File: src/bae_pkg.sv
package bae_pkg;

    localparam int unsigned PUSH_SHIFT = 32;

    localparam logic [63:0] LOW_RESET  = 64'h0000_0000_0000_0000;
    localparam logic [63:0] HIGH_RESET = 64'hFFFF_FFFF_FFFF_FFFF;
    localparam logic [31:0] PUSH_MASK  = 32'hFFFF_FFFF;

    localparam logic [2:0] LAST_LONG  = 3'd7;
    localparam logic [2:0] LAST_SHORT = 3'd3;

    typedef struct packed {
        logic        func;
        logic        bit_value;
        logic [15:0] prob_zero;
    } t_in_item;

    typedef struct packed {
        logic [7:0] out_byte;
        logic       last_of_run;
    } t_out_item;

    typedef struct packed {
        logic       is_flush;
        logic       bit_value;
        logic [7:0] odds;
    } t_cmd;

    typedef struct packed {
        logic [63:0] data;
        logic        long_run;
    } t_word;

endpackage

File: src/binary_arith_encoder_64bit.sv
// Channel   Handshake           Payload     Moves
// input     push / full         i_item      one request: encode a bit or flush
// result    empty / pop         o_result    one byte of the coded stream
//
// An encode request goes through the interval engine, which forms the
// split point with a 56x8 multiply and a 64-bit add; a renormalising one
// passes through ST_RUN, ST_ADJ, ST_EMIT (which waits on a full word queue),
// ST_RANGE and ST_CODE. A flush yields eight bytes. Synchronous active-low
// reset empties both queues and restores the full interval. A stalled
// result side fills the word queue, then the request queue, and full rises.
module binary_arith_encoder_64bit import bae_pkg::*; #(
    parameter int unsigned CMD_DEPTH  = 4,
    parameter int unsigned WORD_DEPTH = 2
) (
    input  logic      i_clk,
    input  logic      i_rst_n,
    input  logic      push,
    output logic      full,
    input  t_in_item  i_item,
    output logic      empty,
    input  logic      pop,
    output t_out_item o_result
);

    t_cmd  w_cmd;
    logic  w_cmd_empty;
    logic  w_cmd_pop;
    t_word w_word;
    logic  w_word_push;
    logic  w_word_full;

    bae_front #(
        .CMD_DEPTH (CMD_DEPTH)
    ) u_front (
        .i_clk       (i_clk),
        .i_rst_n     (i_rst_n),
        .i_push      (push),
        .o_full      (full),
        .i_item      (i_item),
        .i_cmd_pop   (w_cmd_pop),
        .o_cmd       (w_cmd),
        .o_cmd_empty (w_cmd_empty)
    );

    bae_core u_core (
        .i_clk       (i_clk),
        .i_rst_n     (i_rst_n),
        .i_cmd       (w_cmd),
        .i_cmd_empty (w_cmd_empty),
        .o_cmd_pop   (w_cmd_pop),
        .o_word      (w_word),
        .o_word_push (w_word_push),
        .i_word_full (w_word_full)
    );

    bae_emit #(
        .WORD_DEPTH (WORD_DEPTH)
    ) u_emit (
        .i_clk       (i_clk),
        .i_rst_n     (i_rst_n),
        .i_word      (w_word),
        .i_word_push (w_word_push),
        .o_word_full (w_word_full),
        .o_empty     (empty),
        .i_pop       (pop),
        .o_result    (o_result)
    );

endmodule

File: src/bae_fifo.sv
module bae_fifo #(
    parameter int unsigned WIDTH = 8,
    parameter int unsigned DEPTH = 4
) (
    input  logic             i_clk,
    input  logic             i_rst_n,
    input  logic             i_push,
    input  logic [WIDTH-1:0] i_data,
    output logic             o_full,
    input  logic             i_pop,
    output logic [WIDTH-1:0] o_data,
    output logic             o_empty
);

    localparam int unsigned AW = (DEPTH > 1) ? $clog2(DEPTH) : 1;
    localparam int unsigned CW = $clog2(DEPTH + 1);

    logic [WIDTH-1:0] r_mem [DEPTH];
    logic [AW-1:0]    r_wr, n_wr;
    logic [AW-1:0]    r_rd, n_rd;
    logic [CW-1:0]    r_count, n_count;
    logic             w_push;
    logic             w_pop;

    assign o_full  = (r_count == CW'(DEPTH));
    assign o_empty = (r_count == '0);
    assign o_data  = r_mem[r_rd];
    assign w_push  = i_push && !o_full;
    assign w_pop   = i_pop && !o_empty;

    always_comb begin
        n_wr    = r_wr;
        n_rd    = r_rd;
        n_count = r_count;
        if (w_push) begin
            n_wr = (r_wr == AW'(DEPTH - 1)) ? '0 : r_wr + 1'b1;
        end
        if (w_pop) begin
            n_rd = (r_rd == AW'(DEPTH - 1)) ? '0 : r_rd + 1'b1;
        end
        if (w_push && !w_pop) begin
            n_count = r_count + 1'b1;
        end else if (w_pop && !w_push) begin
            n_count = r_count - 1'b1;
        end
    end

    always_ff @(posedge i_clk) begin
        if (!i_rst_n) begin
            r_wr    <= '0;
            r_rd    <= '0;
            r_count <= '0;
        end else begin
            r_wr    <= n_wr;
            r_rd    <= n_rd;
            r_count <= n_count;
        end
    end

    always_ff @(posedge i_clk) begin
        if (w_push) begin
            r_mem[r_wr] <= i_data;
        end
    end

endmodule

File: src/bae_front.sv
module bae_front import bae_pkg::*; #(
    parameter int unsigned CMD_DEPTH = 4
) (
    input  logic     i_clk,
    input  logic     i_rst_n,
    input  logic     i_push,
    output logic     o_full,
    input  t_in_item i_item,
    input  logic     i_cmd_pop,
    output t_cmd     o_cmd,
    output logic     o_cmd_empty
);

    t_cmd w_cmd;

    // classify: keep only the fields that the interval engine needs
    always_comb begin
        w_cmd.is_flush  = i_item.func;
        w_cmd.bit_value = i_item.bit_value;
        w_cmd.odds      = i_item.prob_zero[15:8];
    end

    bae_fifo #(
        .WIDTH ($bits(t_cmd)),
        .DEPTH (CMD_DEPTH)
    ) u_cmd_q (
        .i_clk   (i_clk),
        .i_rst_n (i_rst_n),
        .i_push  (i_push),
        .i_data  (w_cmd),
        .o_full  (o_full),
        .i_pop   (i_cmd_pop),
        .o_data  (o_cmd),
        .o_empty (o_cmd_empty)
    );

endmodule

File: src/bae_core.sv
module bae_core import bae_pkg::*; (
    input  logic  i_clk,
    input  logic  i_rst_n,
    input  t_cmd  i_cmd,
    input  logic  i_cmd_empty,
    output logic  o_cmd_pop,
    output t_word o_word,
    output logic  o_word_push,
    input  logic  i_word_full
);

    typedef enum logic [2:0] {
        ST_RUN,
        ST_ADJ,
        ST_EMIT,
        ST_RANGE,
        ST_CODE
    } t_state;

    t_state      r_state, n_state;
    logic [63:0] r_low, n_low;
    logic [63:0] r_high, n_high;
    logic [63:0] r_range, n_range;
    logic [63:0] r_dl, n_dl;
    logic [63:0] r_dh, n_dh;
    logic        r_differ, n_differ;

    logic [63:0] w_prod;
    logic [63:0] w_mid;
    logic        w_narrow;

    assign w_prod   = {8'd0, r_range[63:8]} * {56'd0, i_cmd.odds};
    assign w_mid    = r_low + w_prod;
    assign w_narrow = (r_range[63:16] == '0);

    always_comb begin
        n_state     = r_state;
        n_low       = r_low;
        n_high      = r_high;
        n_range     = r_range;
        n_dl        = r_dl;
        n_dh        = r_dh;
        n_differ    = r_differ;
        o_cmd_pop   = 1'b0;
        o_word_push = 1'b0;
        o_word      = '{data: r_low + {1'b0, r_range[63:1]}, long_run: 1'b1};

        case (r_state)
            ST_RUN: begin
                if (!i_cmd_empty) begin
                    if (i_cmd.is_flush) begin
                        if (!i_word_full) begin
                            o_word_push = 1'b1;
                            o_cmd_pop   = 1'b1;
                            n_low       = LOW_RESET;
                            n_high      = HIGH_RESET;
                            n_range     = HIGH_RESET - LOW_RESET;
                        end
                    end else if (w_narrow) begin
                        n_dl     = {r_high[63:32], 32'd0} - r_low;
                        n_dh     = r_high - {r_low[63:32], PUSH_MASK};
                        n_differ = (r_low[63:32] != r_high[63:32]);
                        n_state  = ST_ADJ;
                    end else begin
                        o_cmd_pop = 1'b1;
                        if (i_cmd.bit_value) begin
                            n_low   = w_mid;
                            n_range = r_range - w_prod;
                        end else begin
                            n_high  = w_mid;
                            n_range = w_prod;
                        end
                    end
                end
            end
            ST_ADJ: begin
                if (r_differ) begin
                    if (r_dl < r_dh) begin
                        n_low = {r_high[63:32], 32'd0};
                    end else begin
                        n_high = {r_low[63:32], PUSH_MASK};
                    end
                end
                n_state = ST_EMIT;
            end
            ST_EMIT: begin
                o_word = '{data: {r_low[63:32], 32'd0}, long_run: 1'b0};
                if (!i_word_full) begin
                    o_word_push = 1'b1;
                    n_low       = r_low << PUSH_SHIFT;
                    n_high      = r_high << PUSH_SHIFT;
                    n_state     = ST_RANGE;
                end
            end
            ST_RANGE: begin
                n_range = r_high - r_low;
                n_state = ST_CODE;
            end
            ST_CODE: begin
                o_cmd_pop = 1'b1;
                if (i_cmd.bit_value) begin
                    n_low   = w_mid;
                    n_range = r_range - w_prod;
                end else begin
                    n_high  = w_mid;
                    n_range = w_prod;
                end
                n_state = ST_RUN;
            end
            default: begin
                n_state = ST_RUN;
            end
        endcase
    end

    always_ff @(posedge i_clk) begin
        if (!i_rst_n) begin
            r_state  <= ST_RUN;
            r_low    <= LOW_RESET;
            r_high   <= HIGH_RESET;
            r_range  <= HIGH_RESET - LOW_RESET;
            r_differ <= 1'b0;
        end else begin
            r_state  <= n_state;
            r_low    <= n_low;
            r_high   <= n_high;
            r_range  <= n_range;
            r_differ <= n_differ;
        end
        r_dl <= n_dl;
        r_dh <= n_dh;
    end

endmodule

File: src/bae_emit.sv
module bae_emit import bae_pkg::*; #(
    parameter int unsigned WORD_DEPTH = 2
) (
    input  logic      i_clk,
    input  logic      i_rst_n,
    input  t_word     i_word,
    input  logic      i_word_push,
    output logic      o_word_full,
    output logic      o_empty,
    input  logic      i_pop,
    output t_out_item o_result
);

    t_word       w_head;
    logic        w_q_empty;
    logic        w_load;
    logic [63:0] r_word, n_word;
    logic [2:0]  r_cnt, n_cnt;
    logic        r_busy, n_busy;

    bae_fifo #(
        .WIDTH ($bits(t_word)),
        .DEPTH (WORD_DEPTH)
    ) u_word_q (
        .i_clk   (i_clk),
        .i_rst_n (i_rst_n),
        .i_push  (i_word_push),
        .i_data  (i_word),
        .o_full  (o_word_full),
        .i_pop   (w_load),
        .o_data  (w_head),
        .o_empty (w_q_empty)
    );

    assign o_empty              = !r_busy;
    assign o_result.out_byte    = r_word[63:56];
    assign o_result.last_of_run = (r_cnt == '0);
    assign w_load = !w_q_empty && (!r_busy || (i_pop && r_cnt == '0));

    always_comb begin
        n_word = r_word;
        n_cnt  = r_cnt;
        n_busy = r_busy;
        if (w_load) begin
            n_word = w_head.data;
            n_cnt  = w_head.long_run ? LAST_LONG : LAST_SHORT;
            n_busy = 1'b1;
        end else if (i_pop && r_busy) begin
            if (r_cnt == '0) begin
                n_busy = 1'b0;
            end else begin
                n_word = r_word << 8;
                n_cnt  = r_cnt - 1'b1;
            end
        end
    end

    always_ff @(posedge i_clk) begin
        if (!i_rst_n) begin
            r_busy <= 1'b0;
            r_cnt  <= '0;
        end else begin
            r_busy <= n_busy;
            r_cnt  <= n_cnt;
        end
        r_word <= n_word;
    end

endmodule

File: config.mk
export PLATFORM = sky130hd
export DESIGN_NAME = binary_arith_encoder_64bit
export DESIGN_NICKNAME = d
export VERILOG_FILES = /design/src/bae_pkg.sv /design/src/binary_arith_encoder_64bit.sv /design/src/bae_fifo.sv /design/src/bae_front.sv /design/src/bae_core.sv /design/src/bae_emit.sv
export SDC_FILE = /design/constraint.sdc
export NUM_CORES = 2
export LEC_CHECK = 0
export BUFFER_PORTS_ARGS = -buffer_cell sky130_fd_sc_hd__buf_2
export CORE_MARGIN = 2
export CORE_UTILIZATION = 55
export CTS_CLUSTER_DIAMETER = 30
export DETAILED_ROUTE_END_ITERATION = 8
export PLACE_DENSITY = 0.83
export SLEW_MARGIN = 0
export SYNTH_ARGS = -nofsm -noshare
export SYNTH_HDL_FRONTEND = slang
export SYNTH_SLANG_ARGS = --single-unit
File: constraint.sdc
create_clock -name i_clk -period 17.6 [get_ports i_clk]
set_input_delay 1.76 -clock i_clk [delete_from_list [all_inputs] [get_ports i_clk]]
set_output_delay 1.76 -clock i_clk [all_outputs]
set_load 0.05 [all_outputs]
==> summary.md <==
| Metric | Value |
|---|---|
| Final GP Congestion | about 1.1 |
| Number of vias per cell | 6.37 |
| Clock sink count | roughly 580 |
| # rows | 116 |
| Post-Syn Nets | 7,132 |
| Clock Skews | 0.0615 ns |
| Crit path largest cell delay | 1.06 ns |
| Buffers on Ports | 24 |
| Hold path depth | 2 |
| Vias in the first global route | 47.3k |
| HPWL Detailed | 147 mm |
| Wire per inst | around 25 um |
| CTS root buffer | clkbuf_16 |
| Slew Limit Headroom | -0.0435 |
| Synth warn | 0 |
| Post-route ant nets | 0 |
| Worst hold path class | reg2reg |
| Final core occ | 0.607 |
| Share of layout cells above drive strength 1 | 0.0607 |
| Unrepaired setup endpoints after global routing | no |
| Total Routing Usage GR | 0.361 |
| GRT overflow | 0 |
| Slowest-stage cell, CP | mux4_2 |
| Synth cell types | 85 |
| Period Utilization, post-route | 0.609 |
| Least-Margin Pin Slew | 1.55 ns |
| Multi-input gate area | around 37,000 um^2 |
| Critical path type | reg2reg |
| Sequential area share after synthesis | 0.275 |
| DRC Markers | 0 |
| Area Overhead vs Synth | 9.77% |
| Setup TNS | 0 ns |
| Clock-pin slew on the worst setup and hold paths | roughly 0.05 ns |
| Pin count of the biggest net entering global routing | 83 |
| Synth Flop Type | edfxtp_1 |
| Crit path max fanout | 56 |
| FFs w/ async S/R, synth | 0 |
| Hold_sp | u_front.u_cmd_q.r_count[2] |
| Outcome | finished with violations |
| Drt pass-1 iters | 6 |
| Fillers | roughly 8.5k |
| Post-synth EDFFs | between 300 and 400 |
| Crit. End Element | flip-flop |
| Failing checks | max-capacitance violations, max-slew violations |
| Synth Cell Area | roughly 55,000 um^2 |
| Post-Synthesis Cells | about 6.4k |
| Final hold vios | 0 |
| FMAX | slightly above 90 MHz |
| Seq. cell area | approximately 15,000 um^2 |
| DRT iter0 DRCs | between 5k and 6k |
| Initial antenna violation count | 3 |
| CP arrival | 11.28 ns |
| Initial core utilization | 0.553 |
| Die height | between 300 and 400 um |
| H-tree depth | 3 |
| Most common cell on crit path | a21oi_1 |
| Nets | approximately 7k |
| Max Cap Viol | 1 |
| Post-CTS Hold Fix Bufs | 0 |
| CTS tree | yes |
| Core region area | approximately 100,000 um^2 |
| Clock period minus worst slack | around 11 ns |
| First-pass GRT wire length | between 200 and 300 mm |
| PostCTS Resize Cnt | 0 |
| Clk Latency, worst-skew pair | between 0.7 and 0.8 ns |
| Die width | roughly 320 um |
| Fin. max-slew vios | 5 |
| WL final | ~190 mm |
| Die footprint | slightly above 100,000 um^2 |
| Total CTS buffers | between 100 and 150 |
| Num ports | 33 |
| CP required | between 15 and 20 ns |
| Endpoints failing setup | 0 |
| Synth Register Bits | roughly 580 |
| Post-CTS setup buffer count | 0 |
| Avg Cell Area, Syn | 8.66 um^2 |
| CP Launch Type | flip-flop |
| R2R cell count | 33 |
| Maximum clock path buffer count | 3 |
| DR vias | 48.6k |
## critical path, delay by kind of cell (launching register included)
family	cells	cell delay (ns)
and+or+nand+nor	3	0.63
AOI/OAI and AO/OA	18	4.52
xor gates and xnor gates	2	0.50
buffers and inverters	3	0.19
muxes	1	1.06
adders and majority gates	6	2.73
DFF	1	0.88
## stage by stage
stage / cell area [um^2] / hold WS [ns] / setup WS (ns) / std cells
final: 60600 / 0.510 / 6.87 / 7631
after global routing: 60600 / 0.532 / 6.27 / 7628
after CTS: 60600 / 0.503 / 6.99 / 7628
after detailed placement: 56200 / 0.461 / 7.05 / 7405
after global placement: 56200 / 0.449 / 7.12 / 7405
after floorplan: 55200 / 0.432 / 2.96 / 6369
## worst paths after layout
kind / end / slack [ns]
min reg2reg: u_front.u_cmd_q.r_count[2] / 0.51
max: u_core.r_range[56] / 6.87
min: u_front.u_cmd_q.r_count[2] / 0.51
max reg2reg: u_core.r_range[56] / 6.87
## synthesized netlist by cell type (all sizes together), types with 15 or more instances
cell type / count / area share
o221ai: 26 / 0.0041
xor2: 158 / 0.025
edfxtp: 362 / 0.20
fa: 329 / 0.12
a21boi: 16 / 0.0022
o31ai: 16 / 0.0022
a21o: 204 / 0.028
o211ai: 47 / 0.0064
nand4: 109 / 0.012
nor2b: 44 / 0.0050
o21a: 46 / 0.0063
nand2b: 39 / 0.0044
nor3: 70 / 0.0064
a21oi: 538 / 0.049
a222oi: 23 / 0.0042
and2: 355 / 0.040
clkbuf: 324 / 0.022
o21bai: 76 / 0.010
o22ai: 68 / 0.0077
a22oi: 54 / 0.0073
dfxtp: 214 / 0.078
xnor2: 254 / 0.040
or3: 15 / 0.0017
buf: 47 / 0.0038
o21ai: 412 / 0.037
nor2: 402 / 0.027
nor4: 36 / 0.0041
mux2i: 80 / 0.015
nand2: 630 / 0.043
ha: 412 / 0.093
nand3: 84 / 0.0076
inv: 527 / 0.036
and3: 39 / 0.0044
a31oi: 50 / 0.0057
a211oi: 58 / 0.0081
and4: 15 / 0.0024
## logic make-up after synthesis
family,count (synthesis),share of synthesized area
and+or+nand+nor,1868,0.163
xor gates and xnor gates,412,0.0655
AOI/OAI and AO/OA,1784,0.204
DFF,576,0.275
muxes,90,0.0182
buffers and inverters,898,0.0617
adders and majority gates,741,0.213
## placed cells by master (no fill, tap or decap), types with 157 or more instances in the layout
cell type,count
inv_1,525
nand2_1,629
ha_1,412
dfxtp_1,213
a21o_1,204
fa_1,329
xor2_1,157
o21ai_0,408
nor2_1,401
xnor2_1,254
a21oi_1,534
and2_1,350
edfxtp_1,362
## metal layers
layer / wire [um] / track usage
met2: 81300 / 0.549
met3: 20300 / 0.0659
met4: 8610 / 0.161
met1: 77800 / 0.502
met5: 0 / 0
## cell type report
cell class	instances	area share
antenna	3	0.000124
sequential	576	0.250
multi-input combinational	4895	0.606
clock buffer	131	0.0502
inverter	527	0.0327
timing repair buffer	109	0.0126
tap	1298	0.0268
clock inverter	92	0.0213
## flip-flops by register name, summed over array words and instances (netlist names), 3 cells and up, named ones only
name	cells
u_emit.u_word_q.r_mem	130
u_core.r_dh	64
u_core.r_dl	64
u_core.r_high	64
u_core.r_low	64
u_core.r_range	64
u_emit.r_word	64
u_front.u_cmd_q.r_mem	40
u_core.r_state	3
u_emit.r_cnt	3
u_front.u_cmd_q.r_count	3
Power is left out: the tool's default activity adds up to more than one toggle a clock period on the data nets, which glitch-free logic cannot reach.
